## config.mk

```make
export PLATFORM = sky130hd
export DESIGN_NAME = salc_front
export DESIGN_NICKNAME = d
export VERILOG_FILES = /design/src/rtl/salc_pkg.sv /design/src/rtl/salc_front.sv
export SDC_FILE = /design/constraint.sdc
export NUM_CORES = 1
export LEC_CHECK = 0
export BUFFER_PORTS_ARGS = -buffer_cell sky130_fd_sc_hd__buf_2
export CAP_MARGIN = 25
export CORE_UTILIZATION = 42
export DETAILED_ROUTE_END_ITERATION = 16
export GPL_TIMING_DRIVEN = 0
export PLACE_DENSITY = 0.87
export SLEW_MARGIN = 20
export SYNTH_ARGS = -nofsm -noshare
export SYNTH_HDL_FRONTEND = slang
export SYNTH_SLANG_ARGS = --single-unit
export TNS_END_PERCENT = 1
```

## constraint.sdc

```tcl
create_clock -name clk -period 5.81 [get_ports clk]
set_input_delay 1.4525 -clock clk [delete_from_list [all_inputs] [get_ports clk]]
set_output_delay 1.4525 -clock clk [all_outputs]
set_load 0.05 [all_outputs]
```

## src/rtl/salc_pkg.sv

```systemverilog
`timescale 1ns / 1ps
// Shared types and codes for the set-associative LRU cache tag store.
// Used by salc_front, salc_queue, salc_back and set_assoc_lru_cache.
package salc_pkg;

  localparam logic OP_ACCESS = 1'b0;
  localparam logic OP_INVAL  = 1'b1;

  typedef enum logic [2:0] {
    B_CLEAR,
    B_IDLE,
    B_LOOK,
    B_MUL,
    B_OUT
  } back_state_t;

  typedef struct packed {
    logic full;
    logic empty;
  } queue_status_t;

endpackage

```

## src/rtl/salc_front.sv

```systemverilog
`timescale 1ns / 1ps
// Front end: accepts items and splits the address into set and tag.
// Depends on salc_pkg; feeds salc_queue.
module salc_front #(
  parameter int SET_COUNT    = 2048,
  parameter int ADDRESS_BITS = 58,
  parameter int IDX_W        = 11,
  parameter int TAG_W        = 47
) (
  input  logic                        clk,
  input  logic                        rst,
  input  logic                        in_valid,
  output logic                        in_stall,
  input  logic                        opcode,
  input  logic [57:0]                 block_address,
  input  logic                        clearing,
  input  salc_pkg::queue_status_t     q_status,
  output logic                        q_push,
  output logic [IDX_W+TAG_W:0]        q_data
);

  localparam int SB       = $clog2(SET_COUNT);
  localparam bit SET_POW2 = (SET_COUNT & (SET_COUNT - 1)) == 0;
  localparam int REM_W    = SB + 1;
  localparam int CHUNK    = 16;
  localparam int NCH      = (ADDRESS_BITS + CHUNK - 1) / CHUNK;
  localparam int XW       = NCH * CHUNK;
  localparam int MBW      = ADDRESS_BITS + 1;
  localparam int PRW      = MBW + CHUNK;
  localparam int PW       = XW + MBW;
  localparam int SH       = ADDRESS_BITS + SB;
  localparam int CW       = SH + 2;
  localparam int CNT_W    = $clog2(NCH + 1);
  // ceil(2^SH / SET_COUNT) gives the exact quotient for any ADDRESS_BITS-bit address
  localparam logic [CW-1:0]  RECIP_W = ((CW'(1) << SH) + CW'(SET_COUNT - 1)) / CW'(SET_COUNT);
  localparam logic [MBW-1:0] RECIP   = RECIP_W[MBW-1:0];

  logic                    f_valid;
  logic                    op_r;
  logic [ADDRESS_BITS-1:0] quo;
  logic [XW-1:0]           xs;
  logic [PW-1:0]           acc;
  logic [PRW-1:0]          part;
  logic [CNT_W-1:0]        cnt;
  logic [TAG_W-1:0]        quot;
  logic [REM_W-1:0]        rem;
  logic                    take;
  logic [IDX_W-1:0]        set_idx;
  logic [TAG_W-1:0]        tag;

  // One 16-bit digit of the reciprocal product, top digit first.
  assign part = PRW'(RECIP) * PRW'(xs[XW-1 -: CHUNK]);

  always_comb begin
    quot = TAG_W'(acc >> SH);
    // the remainder is below 2^REM_W, so the low bits of the difference suffice
    rem  = REM_W'(quo) - REM_W'(REM_W'(quot) * REM_W'(SET_COUNT));
    if (SET_POW2) begin
      set_idx = IDX_W'(quo & ADDRESS_BITS'(SET_COUNT - 1));
      tag     = TAG_W'(quo >> SB);
    end else begin
      set_idx = IDX_W'(rem);
      tag     = quot;
    end
  end

  assign q_push   = f_valid && (cnt == '0) && !q_status.full;
  assign q_data   = {op_r, set_idx, tag};
  assign in_stall = clearing || (f_valid && !q_push);
  assign take     = in_valid && !in_stall;

  always_ff @(posedge clk) begin
    if (rst) begin
      f_valid <= 1'b0;
      cnt     <= '0;
    end else begin
      if (take) begin
        f_valid <= 1'b1;
        cnt     <= SET_POW2 ? '0 : CNT_W'(NCH);
      end else if (q_push) begin
        f_valid <= 1'b0;
      end else if (cnt != '0) begin
        cnt <= cnt - CNT_W'(1);
      end
    end
  end

  always_ff @(posedge clk) begin
    if (take) begin
      op_r <= opcode;
      quo  <= ADDRESS_BITS'(block_address);
      xs   <= XW'(ADDRESS_BITS'(block_address));
      acc  <= '0;
    end else if (cnt != '0) begin
      xs  <= xs << CHUNK;
      acc <= (acc << CHUNK) + PW'(part);
    end
  end

endmodule

```

Word level (Yosys, flattened, before mapping). Cells that the tools add are included.

Register bits after elaboration: 63. Bits in latches: 0. Memory bits (writable): 0. Memory bits (read-only): 0. Output and inout bits: 61. Memories: 0.

$add $sub $neg: 1. Multiply operators: 0. Divide/modulo/power cells: 0. Order comparisons: 0. Eq/ne operators: 0. Shift operators: 0. Mux-type cells: 2. Bitwise operators: 1. Reductions and logical operators: 13.

Operator list (count): logical AND 1 bit (4); logical NOT 1 bit (3); logical NOT 3 bit (1); nonzero test 3 bit (1); subtractor 3 x 1 -> 3 bit (second input constant) (1); two-way mux 1 bit (2); AND reduction 2 bit (1); nonzero test 2 bit (1); OR reduction 2 bit (1); logical OR 1 bit (1); inverter 1 bit (1).

Logic depth before layout (Yosys ltp). Gate-level depths: netlist of run 1.

Depth in word-level cells: 9. Mapped depth: 5. Depth with buffers taken out: 5.

Worst setup path before layout of run 1. No wires, ideal clock.

Kind: input to register. From: input q_status[1] (netlist name). To: register op_r, enable pin. Library setup time: 0.483 ns. Data arrival time: 4.286 ns. Slack: 1.041 ns. Stages: 2. Cell sequence: o21ai_1 > nor2b_1.

Cells in the longest elaborated chain, start to end: 7.

Ends and longest elaborated chain: from (decl) (RTL line salc_front.sv:17) `input salc_pkg::queue_status_t q_status,`; logical NOT 1 bit (RTL line salc_front.sv:67) `assign q_push = f_valid && (cnt == '0) && !q_status.full;`; logical AND 1 bit (RTL line salc_front.sv:67); logical NOT 1 bit (RTL line salc_front.sv:69) `assign in_stall = clearing || (f_valid && !q_push);`; logical AND 1 bit (RTL line salc_front.sv:69); logical OR 1 bit (RTL line salc_front.sv:69); logical NOT 1 bit (RTL line salc_front.sv:70) `assign take = in_valid && !in_stall;`; logical AND 1 bit (RTL line salc_front.sv:70); via take (RTL line salc_front.sv:47) `logic take;`; to (signal assigned) (RTL line salc_front.sv:90) `op_r <= opcode;`; to (decl) (RTL line salc_front.sv:39) `logic op_r;`.

The timed path passes the listed nets, and every way through them passes these cells. A chain may end at the register's enable or synchronous reset.

Final worst setup path of run 1.
From: input q_status[1] (netlist name). To: output in_stall.

Cells in the longest elaborated chain, start to end: 5.

Ends and longest elaborated chain: logical NOT 1 bit (RTL line salc_front.sv:67); logical AND 1 bit (RTL line salc_front.sv:67); logical NOT 1 bit (RTL line salc_front.sv:69); logical AND 1 bit (RTL line salc_front.sv:69); logical OR 1 bit (RTL line salc_front.sv:69); to (decl) (RTL line salc_front.sv:13) `output logic in_stall,`.

Every way passes these cells.

==> run metrics, run 1 <==
status finished, violations left; failing checks design-rule violations; worst slack at placement 2.29 ns; DR vias/cell 4.71; leakage power 0.00126 µW; flop2flop setup slack 3.98 ns; Syn-to-layout area delta 45.7%; Post-Synthesis Cells 88; Worst setup SP type primary input; clk sinks 63; final hold violation count 0; Yosys warnings 0; Worst-Skew Late Latency 0.32 ns; Top cell by count, worst path buf_2; Reg power frac 49.7%; antenna-violating nets left 0; Switching Fraction 27.6%; row cnt 24; sequential cell area 0.00185 mm²; actual slew at the worst max-slew pin 0.270 ns; post-synthesis cell area 0.00201 mm²; post-synth net total 155; drt drc 13; count of unique library cells instantiated by Yosys 16; Worst path slowest cell o21ai_1; CP Capture Type output port; core area 0.00447 mm²; crit share post-route 60.6%; final setup violation count 0; NetSw 301 µW; 1st-pass router iterations 11; vias in the first global route 1305; crit-path cells buf_2 > o21ai_1 > nand2b_1 > buf_2; area of the multi-input gates 151 µm²; max incr delay on CP 0.21 ns; post-route cell area 0.00294 mm²; DIE WIDTH 71.3 µm; P per Cell Area 371 mW/mm²; Setup Buffers After CTS 0; Setup CP Type primary input to output port; layout cell share with drive strength beyond 1 60.9%; reg2reg start cnt[0]$_SDFFE_PP0P_; CTS tree built; Final Worst Setup Slack 2.29 ns; largest net degree at the start of global routing 30; Syn Area/Cell 22.9 µm²; Routed WL 4140 µm; unrepaired setup endpoints after global routing no; Port-buffer cells 124; Critical Path End in_stall; H-tree levels 3; DP HPWL 3190 µm; Fmax 284 MHz; number of fill cells 319; worst-path fanout max 3; die height 71.3 µm; Final nets 292; hold buffer count at CTS 0; Max-cap violations 0; Critical Path Source q_status[1]; Logic pwr share 18.6%; register area share after synthesis 91.9%; Slew headroom 81.9%; Clock Tree Buf Depth 2; vias 1329; Worst Hold Class register to register; TNS Setup 0 ns; GRT Residual Overflow 0; Pins Over Slew Limit 0; cell area after placement 0.00276 mm²; fin crit period 3.52 ns; R2R cell count 6; CP Data Required Time 4.36 ns; # diodes 0; total track usage 16.8%; die area 0.00508 mm²; Post-CTS Resized 0; Internal 789 µW; GPL Wtd Cong 0.627; Peak VDD IR 0.000295 V; initial antenna violation count 0; clock power share 31.8%; Worst R2R End quo[48]$_DFFE_PP_; DR WL/cell 14.7 µm; Starting Density 45.0%; I/O pin total 126; clock skew 0.00649 ns; Root Driver clkbuf_8; Num CTS Buffers 9; flops & latches, synth 63; CTS clk-pin slew, worst paths 0.06 ns; Crit path arrival time 2.07 ns; Initial DRC Count 84; first-pass GRT wire length 6210 µm
placed cells by master (no fill, tap or decap), drive strengths merged:
cell type  instances
dfxtp              4
inv                3
nand2b             4
edfxtp            59
or3b               1
clkinv             3
nor2               1
o21ai              1
buf              127
nor3b              2
bufinv             1
o21bai             1
nand2              1
a21oi              4
clkbuf            11
clkinvlp           1
nor2b              2
nand3              2
ha                 2
logic make-up after synthesis:
| logic type | synth area share (%) |
|---|---|
| fa+ha+maj | 1.24 |
| flops | 91.9 |
| buf+inv | 0.932 |
| simple gates | 4.29 |
| compound gates | 1.61 |
registers in the layout, summed over array words and instances, names as in the netlist:
name,cells
quo,58
cnt,3
f_valid,1
op_r,1
worst min-delay path by stage:
stage                   startpoint                   to  slack [ns]  cells past startpoint
6_report       cnt[1]$_SDFFE_PP0P_  cnt[1]$_SDFFE_PP0P_        0.47                      2
5_1_grt        cnt[0]$_SDFFE_PP0P_  cnt[0]$_SDFFE_PP0P_        0.50                      2
4_1_cts        cnt[1]$_SDFFE_PP0P_  cnt[1]$_SDFFE_PP0P_        0.47                      2
3_5_place_dp   cnt[1]$_SDFFE_PP0P_  cnt[1]$_SDFFE_PP0P_        0.46                      2
3_3_place_gp   cnt[1]$_SDFFE_PP0P_  cnt[1]$_SDFFE_PP0P_        0.45                      2
2_1_floorplan  cnt[0]$_SDFFE_PP0P_  cnt[0]$_SDFFE_PP0P_        0.44                      2
synth_stat cells:
cell / n / area (µm²)
edfxtp_1: 59 / 1770
a21oi_1: 4 / 20.0
dfxtp_1: 4 / 80.1
inv_1: 3 / 11.3
nand2b_1: 3 / 18.8
ha_1: 2 / 25.0
nand3_1: 2 / 10.0
nor2b_1: 2 / 12.5
nor3b_1: 2 / 15.0
buf_4: 1 / 7.51
nand2_1: 1 / 3.75
nand2b_4: 1 / 13.8
nor2_1: 1 / 3.75
o21ai_1: 1 / 5.00
o21bai_1: 1 / 7.51
or3b_1: 1 / 8.76
stage by stage:
step | hold slack (ns) | util, % | power, µW | cells
5_1_grt | 0.496 | 65.6 | 1130 | 282
3_3_place_gp | 0.454 | 60.3 | 741 | 264
6_report | 0.469 | 65.6 | 1090 | 282
4_1_cts | 0.472 | 65.6 | 1100 | 282
3_5_place_dp | 0.465 | 61.6 | 755 | 266
2_1_floorplan | 0.444 | - | 692 | 88
worst max-delay path: cells and delay by family:
kind / cells / cell delay, ns
and+or+nand+nor: 1 / 0.08
AOI/OAI and AO/OA: 1 / 0.21
buffers and inverters: 2 / 0.32
power groups by stage:
stage | registers [µW] | clock network [µW] | logic, µW
6_report | 541 | 346 | 203
3_5_place_dp | 551 | 0 | 204
5_1_grt | 544 | 373 | 216
4_1_cts | 541 | 353 | 204
2_1_floorplan | 626 | 0 | 65.8
3_3_place_gp | 553 | 0 | 188
layer usage:
layer,global-route usage (%),wire length (µm)
met1,19.4,1510
met2,27.9,2050
met3,5.63,522
met4,9.11,63
met5,0,0
layout make-up:
cell class | count | area share (%)
inverters | 3 | 0.384
plain buffers | 1 | 0.256
well taps | 52 | 2.22
flip-flops and latches | 63 | 63.1
repair buffers | 126 | 22.8
clock inverters | 5 | 1.66
clock buffers | 11 | 4.48
multi-input cells | 21 | 5.16
(Power assumes the default switching activity.)
==> run 2: changes to the inputs <==
==> constraint.sdc (replaced) <==
create_clock -name clk -period 3.4 [get_ports clk]
set_input_delay 0.85 -clock clk [delete_from_list [all_inputs] [get_ports clk]]
set_output_delay 0.85 -clock clk [all_outputs]
set_load 0.05 [all_outputs]
==> run 2 against run 1 <==
Compared with the run above:
- clock skew decreased by 0.0013 ns
- die area unchanged
- critical endpoint unchanged
- core utilization decreased by 0.67 points
- non-clock buffer count decreased by 1
- sequential cell count unchanged
- power increased by 69%
- combinational power increased by 64%
- wire length decreased by 4.8%
- clock-buffer cell count decreased by 1
- the run still ends with design-rule violations left
- via count decreased by 3.5%
- global-route usage decreased by 0.99 points
- sequential power increased by 71%
==> run metrics, run 2 (synthesis results as in run 1) <==
status finished, violations left; failing checks design-rule violations; DIE WIDTH 71.3 µm (unchanged); number of flip-flops in the largest register 58 (unchanged); largest net degree at the start of global routing 31 (+3.3%); met1 global-route usage 17.5% (-2.0 points); Port-buffer cells 124 (unchanged); die height 71.3 µm (unchanged); actual slew at the worst max-slew pin 0.829 ns (+0.559 ns); DP HPWL 2950 µm (-7.7%); CTS tree built; Setup CP Type register to output port; TNS Setup 0 ns (unchanged); most frequent cells in the layout 124 x buf_2, 59 x edfxtp_1, 9 x clkbuf_8; H-tree levels 3 (unchanged); row cnt 24 (unchanged); layout cell share with drive strength beyond 1 61.4% (+0.53 points); worst-path fanout max 4 (+1); clk sinks 63 (unchanged); crit share post-route 70.9%; Post-CTS Resized 0 (unchanged); DR vias/cell 4.58 (-2.8%); vias in the first global route 1210 (-7.3%); Peak VDD IR 0.000338 V (+15%); P per Cell Area 634 mW/mm² (+71%); DR WL/cell 14.1 µm (-4.1%); Worst setup SP type register; final setup violation count 0 (unchanged); GRT Residual Overflow 0 (unchanged); Worst Hold Class register to register; WHS Path Cells 2 (unchanged); Final Total Pwr 1840 µW (+69%); Setup Buffers After CTS 0 (unchanged); CP Data Required Time 2.55 ns (-1.81 ns); vias 1283 (-3.5%); Max-cap violations 0 (unchanged); Root Driver clkbuf_8; Syn-to-layout area delta 44.2%; fin crit period 2.41 ns; total track usage 15.9% (-0.99 points); grt met3 use 5.49% (-0.14 points); Final Worst Setup Slack 0.989 ns (-1.30 ns); Crit path arrival time 1.56 ns (-0.51 ns); top flop regs quo (58), cnt (3); cell area after placement 0.00273 mm² (-1.0%); Routed WL 3950 µm (-4.8%); CTS clk-pin slew, worst paths 0.06 ns (about the same); met2 Use GR 26.3% (-1.6 points); Fmax 415 MHz; Starting Density 45.0% (unchanged); Initial DRC Count 65 (-23%); Worst-Skew Late Latency 0.33 ns (about the same); final hold violation count 0 (unchanged); GR peak layer met2; Biggest register quo; hold buffer count at CTS 0 (unchanged); antenna-violating nets left 0 (unchanged); core area 0.00447 mm² (unchanged); GPL Wtd Cong 0.633 (+1.0%); worst slack at placement 0.850 ns (-1.44 ns); initial antenna violation count 0 (unchanged); commonest non-fill, non-tap cell in the layout buf_2; post-route cell area 0.00291 mm² (-1.0%); Final nets 291 (-0.34%); first-pass GRT wire length 5660 µm (-8.9%); unrepaired setup endpoints after global routing no; # diodes 0 (unchanged); drt drc 13 (unchanged); clock skew 0.00519 ns (-0.00130 ns); Slew headroom 44.6% (-37 points); CP Capture Type output port; Num CTS Buffers 9 (unchanged); I/O pin total 126 (unchanged); die area 0.00508 mm² (unchanged); 1st-pass router iterations 11 (unchanged); R2R cell count 6 (unchanged); leakage power 0.00124 µW (-0.86%); Pins Over Slew Limit 0 (unchanged); Clock Tree Buf Depth 2 (unchanged)
[run 2: cell count changes in the layout (fill, tap and decap cells not counted), sizes merged]
cell and change:
buf -1, clkbuf -1
[run 2: worst max-delay path, stage by stage, from the launching register on]
cell      delay, ns
dfxtp_1        0.31
inv_1          0.10
ha_1           0.24
nand2b_4       0.08
o21ai_1        0.21
nand2b_1       0.08
buf_2          0.21
[run 2: routing by layer]
metal	share of wire [%]	wire (µm)
met3	12	458
met1	35	1400
met2	51	2000
met5	0	0
met4	2.3	92
[run 2: layout make-up]
| type | count | area [µm²] |
|---|---|---|
| flip-flops and latches | 63 | 1850 |
| clock buffers | 10 | 128 |
| repair buffers | 125 | 641 |
| multi-input cells | 21 | 151 |
| inverters | 3 | 11.3 |
| fillers | 325 | 1570 |
| plain buffers | 1 | 7.51 |
| clock inverters | 5 | 50.0 |
| well taps | 52 | 65.1 |
[run 2: power by group]
| part | total (µW) | switching (µW) | internal (µW) |
|---|---|---|---|
| sequential | 925 | 16.1 | 909 |
| clock | 583 | 255 | 328 |
| combinational | 333 | 231 | 102 |
[run 2: per-stage QoR]
step / cells / utilization [%] / hold slack [ns]
5_1_grt: 280 / 64.9 / 0.505
2_1_floorplan: 88 / - / 0.444
4_1_cts: 280 / 64.9 / 0.471
3_3_place_gp: 264 / 60.4 / 0.454
3_5_place_dp: 265 / 61.0 / 0.463
6_report: 280 / 64.9 / 0.470
[run 2: path summary, 6_finish.rpt]
check,startpoint,end,slack [ns]
max reg2reg,cnt[0]$_SDFFE_PP0P_,quo[52]$_DFFE_PP_,1.12
min,cnt[0]$_SDFFE_PP0P_,cnt[0]$_SDFFE_PP0P_,0.47
max,cnt[0]$_SDFFE_PP0P_,in_stall,0.99
min reg2reg,cnt[0]$_SDFFE_PP0P_,cnt[0]$_SDFFE_PP0P_,0.47
