<file path="src/rtl/salc_pkg.sv">
`timescale 1ns / 1ps
// Shared types and codes for the set-associative LRU cache tag store.
// Used by salc_front, salc_queue, salc_back and set_assoc_lru_cache.
package salc_pkg;

  localparam logic OP_ACCESS = 1'b0;
  localparam logic OP_INVAL  = 1'b1;

  typedef enum logic [2:0] {
    B_CLEAR,
    B_IDLE,
    B_LOOK,
    B_MUL,
    B_OUT
  } back_state_t;

  typedef struct packed {
    logic full;
    logic empty;
  } queue_status_t;

endpackage

</file>
<file path="src/rtl/salc_queue.sv">
`timescale 1ns / 1ps
// Two-entry queue between the front end and the tag-store back end.
// Depends on salc_pkg for the status struct.
module salc_queue #(
  parameter int WIDTH = 59
) (
  input  logic                    clk,
  input  logic                    rst,
  input  logic                    push,
  input  logic [WIDTH-1:0]        push_data,
  input  logic                    pop,
  output logic [WIDTH-1:0]        head,
  output salc_pkg::queue_status_t status
);

  logic [WIDTH-1:0] slots [2];
  logic             wr_ptr;
  logic             rd_ptr;
  logic [1:0]       count;

  assign head         = slots[rd_ptr];
  assign status.full  = count == 2'd2;
  assign status.empty = count == 2'd0;

  always_ff @(posedge clk) begin
    if (rst) begin
      wr_ptr <= 1'b0;
      rd_ptr <= 1'b0;
      count  <= '0;
    end else begin
      if (push) begin
        wr_ptr <= !wr_ptr;
      end
      if (pop) begin
        rd_ptr <= !rd_ptr;
      end
      if (push && !pop) begin
        count <= count + 2'd1;
      end else if (pop && !push) begin
        count <= count - 2'd1;
      end
    end
  end

  always_ff @(posedge clk) begin
    if (push) begin
      slots[wr_ptr] <= push_data;
    end
  end

  a_no_overflow: assert property (@(posedge clk) disable iff (rst) !(push && status.full))
    else $error("queue push while full");
  a_no_underflow: assert property (@(posedge clk) disable iff (rst) !(pop && status.empty))
    else $error("queue pop while empty");

endmodule

</file>
<file path="config.mk">
export PLATFORM = sky130hd
export DESIGN_NAME = salc_queue
export DESIGN_NICKNAME = d
export VERILOG_FILES = /design/src/rtl/salc_pkg.sv /design/src/rtl/salc_queue.sv
export SDC_FILE = /design/constraint.sdc
export NUM_CORES = 1
export LEC_CHECK = 0
export BUFFER_PORTS_ARGS = -buffer_cell sky130_fd_sc_hd__buf_2
export CORE_MARGIN = 1.5
export CORE_UTILIZATION = 56
export DETAILED_ROUTE_END_ITERATION = 7
export PLACE_DENSITY_LB_ADDON = 0.08
export SKIP_CTS_REPAIR_TIMING = 1
export SYNTH_ARGS = -nofsm -noshare
export SYNTH_HDL_FRONTEND = slang
export SYNTH_SLANG_ARGS = --single-unit
</file>
<file path="constraint.sdc">
create_clock -name clk -period 7.2 [get_ports clk]
set_input_delay 1.8 -clock clk [delete_from_list [all_inputs] [get_ports clk]]
set_output_delay 1.8 -clock clk [all_outputs]
set_load 0.01 [all_outputs]
</file>
## Yosys cells after proc, flatten, opt, wreduce, memory -nomap -nowiden

Memories as Yosys holds them, arrays and structs flattened. A register that Yosys moved wholly into a read port is not among the register bits.
Index checks and enable logic that the tools add are counted.

| storage, ports and cells | value |
|---|---|
| bits in registers | 4 |
| RAM bits | 118 |
| input bits | 63 |
| output and inout bits | 61 |
| logic and storage cells | 21 |
| memories | 1 |

| cells by class | value |
|---|---|
| $add $sub $neg | 2 |
| eq/ne operators | 1 |
| muxes and demuxes | 6 |
| reduce and logical (&&, ||, !) cells | 8 |

Memories:

| name | words | bits a word | rd ports | clocked after Yosys merged registers in | wr ports | line | source |
|---|---|---|---|---|---|---|---|
| slots | 2 | 59 | 1 | 1 | 1 | salc_queue.sv:16 | `logic [WIDTH-1:0] slots [2];` |

Operators by type and width:

| kind | number |
|---|---|
| logical NOT 1 bit | 4 |
| 2-to-1 mux 1 bit | 4 |
| 2-to-1 mux 2 bit | 2 |
| adder 2 x 1 -> 2 bit, second input constant | 1 |
| == test 2 bit, second input constant | 1 |
| logical AND 1 bit | 2 |
| logical NOT 2 bit | 1 |
| nonzero test 2 bit | 1 |
| subtractor 2 x 1 -> 2 bit, second input constant | 1 |

## Logic depth before layout (Yosys ltp)

Gate-level depths: netlist (run 1).

| depth | value |
|---|---|
| depth after elaboration | 4 |
| depth in mapped cells | 5 |

## Worst setup path before layout (run 1)

Ideal clock, no wire load.

| path | value |
|---|---|
| path type | input -> register |
| from | input port push |
| to | memory slots[0][0], enable pin |
| library setup time | 0.483 ns |
| arrival time | 4.401 ns |
| slack | 2.316 ns |
| cell stages on the path | 1 |
| path buffers | 0 |
| cell sequence | nor2b_1 |

| on the way | value |
|---|---|
| cells in the longest elaborated chain, start to end | 2 |

RTL lines:

| item | line | source |
|---|---|---|
| from (decl) | salc_queue.sv:9 | `input logic push,` |
| 2-to-1 mux 1 bit | salc_queue.sv:46 | `if (push) begin` |
| 2-to-1 mux 1 bit (implied by the code) | salc_queue.sv:47 | `slots[wr_ptr] <= push_data;` |
| to (decl) | salc_queue.sv:16 |  |

Every way passes these cells.

==> summary.txt, run 1 <==
VDD IR max -> 221 uV
number of antenna diodes -> 0
WHS Endpoint -> count[1]
Starting Density -> 58.0%
P_sw -> 391 uW
largest net degree at the start of global routing -> 49
Cell Area, Synth -> 0.00451 mm^2
Post-Place Cells -> 427
status -> finished, final reports clean
routed len/inst -> 16.2 um
EDFF count, synth -> 118
Netlist cell types -> 17
total gr overflow -> 0
WL final -> 7.42 mm
antenna violations before repair -> 0
DRT Pass-1 Iters -> 4
clock latency on the worst-skew pair -> 0.50 ns
Worst Hold Path Cells -> 2
number of global-route vias before repair -> 2332
Util after Layout -> 74.9%
Power Density -> 316 mW/mm^2
Slew Limit Fails -> 0
routed vias -> 2286
top cell type's share of synthesized area -> 78.6%
Final #Nets -> 408
Net Count, Synth -> 270
Mean Syn Cell Area -> 21.9 um^2
Least-Margin Pin Slew -> 0.667 ns
leading cell types by total area after synthesis -> edfxtp_1, mux2_2, mux2_4, dfxtp_1, buf_6
CTS H-tree depth -> 4
Seq/Total Area, Yosys -> 80.8%
multi-input logic area -> 812 um^2
part of the power in registers -> 46.2%
Syn Inst Count -> 206
Final period util -> 55.6%
Antenna Violating Nets Remaining -> 0
#FFs+latches synth -> 123
worst min path class -> reg2reg
site row count -> 32
HPWL Detailed -> 4.78 mm
skew final -> 0.00531 ns
Sw Share -> 21.3%
arrival time worst endpoint -> 2.20 ns
clock sink count -> 123
fin worst setup slack -> 3.20 ns
Ys Warns -> 0
core footprint -> 0.00777 mm^2
Worst Reg-to-Reg Cells -> 2
Vias/cell -> 4.98
Finish-stage setup viols -> 0
first-pass GRT wire length -> 11.2 mm
fin cells -> 459
synth-to-layout area growth -> 29.0%
fill count -> 492
FFs w/ async S/R, synth -> 0%
ys flop type -> edfxtp_1
Root Buffer -> clkbuf_8
Leakage -> 2.23 nW
max_slew headroom -> 55.5%
DRC -> 0
fin crit period -> 4.00 ns
die height -> 92.7 um
Total Die Area -> 0.00860 mm^2
FF-to-FF setup slack -> 5.44 ns
crit path capture type -> output pin
CP Launch Type -> register
global placement routability congestion -> 0.683
Hold Vio Cnt, Final -> 0
HP Start -> count[1]
Worst Setup Slack post-DPL -> 3.68 ns
combinational share of power -> 9.2%
CTS max path bufs -> 2
1st-iter DRT viols -> 130
Clk network pwr share -> 44.5%
f_max -> 250 MHz
dominant cell type by area after synthesis -> edfxtp_1
Internal Power -> 1.45 mW
synth cell count leaders -> edfxtp_1, mux2_2, mux2_4
top-level I/O count -> 124
CP Max Fanout -> 47
Die W -> 92.7 um
critical path required time -> 5.40 ns
layout cells sized above 1 -> 61.3%
register area -> 0.00364 mm^2
Clock transition at path regs -> 0.06 ns
Port Buf Inserts -> 123
CTS buffer count -> 17
RR Startpoint -> wr_ptr
setup TNS -> 0 ns
top-count cell post-synth -> edfxtp_1
CTS tree -> built
RSZ-0062 raised after global routing -> false
total track usage -> 18.3%
maxcap violations -> 0
Reg-to-Reg End -> slots[1][40]
CP Class -> reg2out
-- logic make-up after synthesis --
group	share of synthesized area, %
AOI/OAI and AO/OA	0.222
xor gates and xnor gates	0.777
adders and majority gates	0.278
buffers and inverters	1.36
DFF	80.8
muxes	15.6
and+or+nand+nor	0.972
-- area by class of cell --
class,count,area share [%]
inverters,1,0.0645
clock inverters,14,2.95
multi-input cells,75,14.0
clock buffers,18,7.19
flip-flops and latches,123,62.7
repair buffers,126,11.0
well taps,102,2.19
-- how the worst max path moves through the flow --
| stage | endpoint | slack, ns | cells after the start |
|---|---|---|---|
| after detailed placement | head[14] | 3.68 | 3 |
| after global placement | head[14] | 3.69 | 3 |
| after global routing | head[14] | 3.08 | 3 |
| after floorplan | slots[0][0] | 2.32 | 1 |
| after CTS | head[14] | 3.14 | 3 |
| final | head[14] | 3.20 | 3 |
-- worst max-delay path, cell delays in order (launching register included) --
cell and delay, ns:
dfxtp_2 0.51, buf_4 0.60, mux2_2 0.42, buf_2 0.14
-- state kept, by name, indices dropped and copies added (netlist names), named ones only --
| name | count |
|---|---|
| slots | 118 |
| count | 2 |
| rd_ptr | 1 |
| wr_ptr | 1 |
-- cells in the final DEF (no fill, tap or decap) --
cell type | netlist | routed
xor2_1 | 2 | 2
clkbuf_8 | 0 | 1
clkinv_2 | 0 | 2
clkbuf_16 | 0 | 16
o21ai_0 | 1 | 1
inv_1 | 1 | 1
xnor2_1 | 2 | 2
nor2b_1 | 2 | 1
edfxtp_1 | 118 | 118
clkinvlp_4 | 0 | 6
buf_2 | 4 | 123
dfxtp_2 | 0 | 1
and2_2 | 0 | 1
bufinv_16 | 0 | 3
nor2b_4 | 0 | 1
mux2_2 | 49 | 49
clkinv_4 | 0 | 1
mux2_4 | 10 | 10
nor2_1 | 5 | 5
dfxtp_1 | 5 | 4
buf_4 | 0 | 3
inv_6 | 0 | 2
a21oi_1 | 1 | 1
or3_1 | 1 | 1
clkbuf_1 | 0 | 1
ha_1 | 1 | 1
-- layer usage --
metal / up-vias / wire length [um] / global-route usage (%)
li1: 1096 / - / -
met2: 75 / 3920 / 31.5
met5: - / 0 / 0
met3: 5 / 481 / 8.13
met4: 0 / 51 / 6.82
met1: 1110 / 2970 / 19.8
-- power groups by stage --
| stage | Clock [mW] | Combinational [mW] | Sequential (mW) |
|---|---|---|---|
| after floorplan | 0 | 0.106 | 0.860 |
| after global placement | 0 | 0.170 | 0.861 |
| after detailed placement | 0 | 0.172 | 0.864 |
| after CTS | 0.833 | 0.173 | 0.850 |
| after global routing | 0.865 | 0.184 | 0.853 |
| final | 0.818 | 0.169 | 0.849 |
-- through the flow --
step / hold slack, ns / area, um^2 / power [mW]
finish: 0.517 / 5820 / 1.84
global route: 0.581 / 5820 / 1.90
CTS: 0.517 / 5820 / 1.86
detailed placement: 0.506 / 5230 / 1.04
global placement: 0.484 / 5230 / 1.03
floorplan: 0.461 / 4510 / 0.966
No activity file was read; power rests on OpenSTA's default activity.
==> inputs of run 2 (changes only) <==
CORE_UTILIZATION = 47   (was 56)
clock period = 3.5 ns   (was 7.2 ns; I/O delays follow)
==> run 2 against run 1 <==
  * Worst hold slack worse by 0.023 ns
  * Routed wire length up 0.78%
  * Global-route usage down 2.7 points
  * Utilization down 12 points
  * Register-to-register slack worse by 3.6 ns
  * Clock skew about the same
  * Via count up 1.9%
  * Final area up 1.2%
  * Clock-buffer cell count unchanged
  * Non-clock buffer count up 1
  * Final cell count up 6.1%
  * Die area up 19%
  * Highest routed layer unchanged
==> summary.txt, run 2 (synthesis results as in run 1) <==
status -> finished, final reports clean
Least-Margin Pin Slew -> 0.805 ns (+0.138 ns)
Largest register FFs -> 118 (unchanged)
Root Buffer -> clkbuf_8
synth-to-layout area growth -> 30.5%
DRT Pass-1 Iters -> 4 (unchanged)
max_slew headroom -> 46.3% (-9.2 points)
CTS H-tree depth -> 4 (unchanged)
Die W -> 101 um (+8.9%)
final hold slack -> 0.494 ns (-0.0235 ns)
clock latency on the worst-skew pair -> 0.50 ns (about the same)
arrival time worst endpoint -> 1.88 ns (-0.32 ns)
Util after Layout -> 63.4% (-12 points)
CTS tree -> built
RSZ-0062 raised after global routing -> false
CTS max path bufs -> 2 (unchanged)
Power Density -> 644 mW/mm^2 (+100%)
routed vias -> 2329 (+1.9%)
CP Max Fanout -> 19 (-60%)
worst min path class -> reg2reg
Largest Register -> slots
Hold Vio Cnt, Final -> 0 (unchanged)
clock sink count -> 123 (unchanged)
Clock transition at path regs -> 0.06 ns (about the same)
CP Cell Sequence -> buf_4 > mux2_2 > buf_2
total track usage -> 15.6% (-2.7 points)
antenna violations before repair -> 0 (unchanged)
CP Launch Type -> register
largest net degree at the start of global routing -> 60 (+22%)
Final #Nets -> 409 (+0.25%)
Slew Limit Fails -> 0 (unchanged)
HPWL Detailed -> 4.71 mm (-1.5%)
f_max -> 362 MHz
most common cell after layout, fill and taps aside -> buf_2
Total Die Area -> 0.0102 mm^2 (+19%)
Starting Density -> 48.6% (-9.5 points)
Vias/cell -> 4.78 (-4.0%)
first-pass GRT wire length -> 11.4 mm (+2.0%)
global placement routability congestion -> 0.684 (about the same)
CTS buffer count -> 17 (unchanged)
Slowest Stage Delay on Critical Path -> 0.50 ns (-0.10 ns)
CP Class -> reg2out
setup TNS -> 0 ns (unchanged)
VDD IR max -> 380 uV (+72%)
number of antenna diodes -> 0 (unchanged)
Leakage -> 2.25 nW (+0.69%)
total gr overflow -> 0 (unchanged)
Antenna Violating Nets Remaining -> 0 (unchanged)
WL final -> 7.48 mm (+0.78%)
crit path capture type -> output pin
core footprint -> 0.00928 mm^2 (+20%)
top-level I/O count -> 124 (unchanged)
routed len/inst -> 15.4 um (-5.0%)
fin cells -> 487 (+6.1%)
1st-iter DRT viols -> 66 (-49%)
CP max-delay cell -> dfxtp_2
die height -> 101 um (+8.9%)
number of global-route vias before repair -> 2391 (+2.5%)
DRC -> 0 (unchanged)
Post-Place Cells -> 455 (+6.6%)
skew final -> 0.00550 ns (+0.000190 ns)
Finish-stage setup viols -> 0 (unchanged)
Final period util -> 78.8%
critical path required time -> 2.62 ns (-2.78 ns)
top flop regs -> slots x118, count x2
site row count -> 35 (+9.4%)
maxcap violations -> 0 (unchanged)
most frequent cells in the layout -> buf_2, edfxtp_1, mux2_2
Port Buf Inserts -> 123 (unchanged)
layout cells sized above 1 -> 61.5% (+0.11 points)
fin crit period -> 2.76 ns
## run 2: cell count changes in the layout (fill, tap and decap cells not counted)
| cell | previous run | this run |
|---|---|---|
| buf_12 | 0 | 2 |
| clkinv_4 | 1 | 3 |
| buf_4 | 3 | 2 |
| clkinvlp_4 | 6 | 5 |
| inv_6 | 2 | 1 |
## run 2: layer usage
metal | vias to the layer above | global-route usage, % | wire length (um) | share of wire, %
met1 | 1146 | 17.3 | 3030 | 41
met5 | - | 0 | 0 | 0
met4 | 0 | 8.23 | 82 | 1.1
li1 | 1091 | - | - | -
met3 | 6 | 7.14 | 625 | 8.4
met2 | 86 | 25.2 | 3740 | 50
## run 2: layout make-up
type	instances	area (um^2)
fill	729	3400
clock buffer	18	418
multi-input combinational	75	812
sequential	123	3640
inverter	1	3.75
clock inverter	14	173
timing repair buffer	127	671
tap	129	161
## run 2: worst paths after layout
| path | start | to | slack, ns | depth (start not counted) |
|---|---|---|---|---|
| setup / recovery | register | head[32] | 0.74 | 3 |
| hold / removal | count[1] | count[1] | 0.49 | 2 |
| setup reg to reg | wr_ptr | slots[1][25] | 1.81 | 2 |
| hold reg to reg | count[1] | count[1] | 0.49 | 2 |
## run 2: worst max-delay path: cells and delay by family, from the launching register on
kind	cells	cell delay, ns
muxes	1	0.38
buffers and inverters	2	0.50
DFF	1	0.50
## run 2: report_power, final
part,total [mW],switching [mW],internal (mW)
sequential,1.74,0.0262,1.72
clock,1.69,0.605,1.08
combinational,0.358,0.181,0.177
## run 2: stage by stage
stage          worst slack [ns]  cell area, um^2  power [mW]
2_1_floorplan             0.644             4510        1.99
3_3_place_gp               1.20             5290        2.13
3_5_place_dp               1.19             5290        2.14
4_1_cts                   0.674             5880        3.84
5_1_grt                   0.635             5880        3.94
6_report                  0.741             5880        3.79
==> inputs of run 3 (changes only) <==
clock period = 2.4 ns   (was 3.5 ns; I/O delays follow)
==> run 3 against run 2 <==
  * Routed wire length rose by 2.9%
  * Flip-flop and latch count did not move
  * Utilization rose by 0.62 points
  * Final cell count rose by 0.21%
  * Sequential power rose by 46%
  * First-iteration DRC count rose by 39%
  * Non-clock buffer count rose by 2
  * Via count fell by 1.7%
  * Critical path type unchanged
  * Largest power group is now clock
==> summary.txt, run 3 (synthesis results as in run 1) <==
routed len/inst -> 15.8 um (+2.7%)
first-pass GRT wire length -> 11.7 mm (+2.7%)
CTS H-tree depth -> 4 (unchanged)
largest net degree at the start of global routing -> 36 (-40%)
setup TNS -> 0 ns (unchanged)
Slew Limit Fails -> 0 (unchanged)
number of global-route vias before repair -> 2333 (-2.4%)
top flop regs -> slots x118, count x2
clock latency on the worst-skew pair -> 0.50 ns (about the same)
CP Launch Type -> register
Antenna Violating Nets Remaining -> 0 (unchanged)
Vias/cell -> 4.69 (-1.9%)
status -> finished, final reports clean
layout cells sized above 1 -> 61.3% (-0.17 points)
top-level I/O count -> 124 (unchanged)
fin worst setup slack -> 0.150 ns (-0.591 ns)
Leakage -> 2.30 nW (+2.1%)
WL final -> 7.70 mm (+2.9%)
met2 wire len -> 3.92 mm (+4.8%)
CP Class -> reg2out
crit path capture type -> output pin
Clock transition at path regs -> 0.06 ns (about the same)
HPWL Detailed -> 4.85 mm (+3.0%)
die height -> 101 um (unchanged)
Finish-stage setup viols -> 0 (unchanged)
total track usage -> 16.0% (+0.40 points)
synth-to-layout area growth -> 31.8%
uppermost routed layer -> met4
Least-Margin Pin Slew -> 0.483 ns (-0.322 ns)
critical path required time -> 1.80 ns (-0.82 ns)
VDD IR max -> 522 uV (+37%)
site row count -> 35 (unchanged)
final hold slack -> 0.287 ns (-0.207 ns)
number of antenna diodes -> 0 (unchanged)
DRT Pass-1 Iters -> 4 (unchanged)
total gr overflow -> 0 (unchanged)
Starting Density -> 48.6% (unchanged)
CP max-delay cell -> mux2_2
routed vias -> 2289 (-1.7%)
core footprint -> 0.00928 mm^2 (unchanged)
Power Density -> 977 mW/mm^2 (+52%)
maxcap violations -> 0 (unchanged)
Slowest Stage Delay on Critical Path -> 0.38 ns (-0.12 ns)
Hold Vio Cnt, Final -> 0 (unchanged)
RSZ-0062 raised after global routing -> false
antenna violations before repair -> 0 (unchanged)
CTS tree -> built
fin crit period -> 2.25 ns
global placement routability congestion -> 0.687 (+0.44%)
WL met3 -> 565 um (-9.6%)
1st-iter DRT viols -> 92 (+39%)
Total Die Area -> 0.0102 mm^2 (unchanged)
most common cell after layout, fill and taps aside -> buf_2
max_slew headroom -> 67.8% (+21 points)
CTS buffer count -> 17 (unchanged)
Final #Nets -> 411 (+0.49%)
CTS max path bufs -> 2 (unchanged)
f_max -> 444 MHz
Worst Setup Slack post-DPL -> 0.576 ns (-0.612 ns)
Largest register FFs -> 118 (unchanged)
Final period util -> 93.7%
DRC -> 0 (unchanged)
Root Buffer -> clkbuf_8
CP Cell Sequence -> buf_6 > mux2_2 > buf_2
most frequent cells in the layout -> buf_2, edfxtp_1, mux2_2
skew final -> 0.00993 ns (+0.00443 ns)
Post-Place Cells -> 457 (+0.44%)
Die W -> 101 um (unchanged)
arrival time worst endpoint -> 1.65 ns (-0.23 ns)
Largest Register -> slots
M1 WL -> 3.14 mm (+3.7%)
worst min path class -> in2reg
fin cells -> 488 (+0.21%)
CP Max Fanout -> 25 (+6)
clock sink count -> 123 (unchanged)
Port Buf Inserts -> 123 (unchanged)
run 3: worst paths after layout:
| check | start | slack, ns | cells after the start | to |
|---|---|---|---|---|
| hold reg to reg | rd_ptr | 0.52 | 2 | rd_ptr |
| hold / removal | push_data[25] | 0.29 | 1 | slots[1][25] |
| setup reg to reg | wr_ptr | 1.09 | 2 | slots[1][39] |
| setup / recovery | register | 0.15 | 3 | head[16] |
run 3: report_power, final:
part	total [mW]	switching, mW	internal (mW)
Combinational	0.530	0.270	0.260
Clock	2.73	0.851	1.88
Sequential	2.54	0.0357	2.50
run 3: cell type report:
| cell class | count | area, um^2 |
|---|---|---|
| clock buffer | 18 | 418 |
| multi-input combinational | 75 | 812 |
| timing repair buffer | 129 | 677 |
| tap | 129 | 161 |
| inverter | 1 | 3.75 |
| clock inverter | 13 | 224 |
| fill | 730 | 3340 |
| sequential | 123 | 3640 |
run 3: layer usage:
metal,vias to the layer above,global-route usage (%)
li1,1092,-
met1,1106,18.6
met2,85,26.0
met3,6,7.14
met4,0,6.41
met5,-,0
run 3: metrics by stage:
stage                     power [mW]  utilization [%]  cell area [um^2]
after CTS                       5.87             63.9              5940
final                           5.80             64.0              5940
after detailed placement        3.12             57.0              5300
after floorplan                 2.89                -              4520
after global placement          3.11             57.0              5300
after global routing            6.00             64.0              5940
run 3: worst max-delay path, delay by kind of cell, from the launching register on:
family | cells | cell delay [ns]
mux | 1 | 0.38
buf+inv | 2 | 0.41
flops | 1 | 0.36
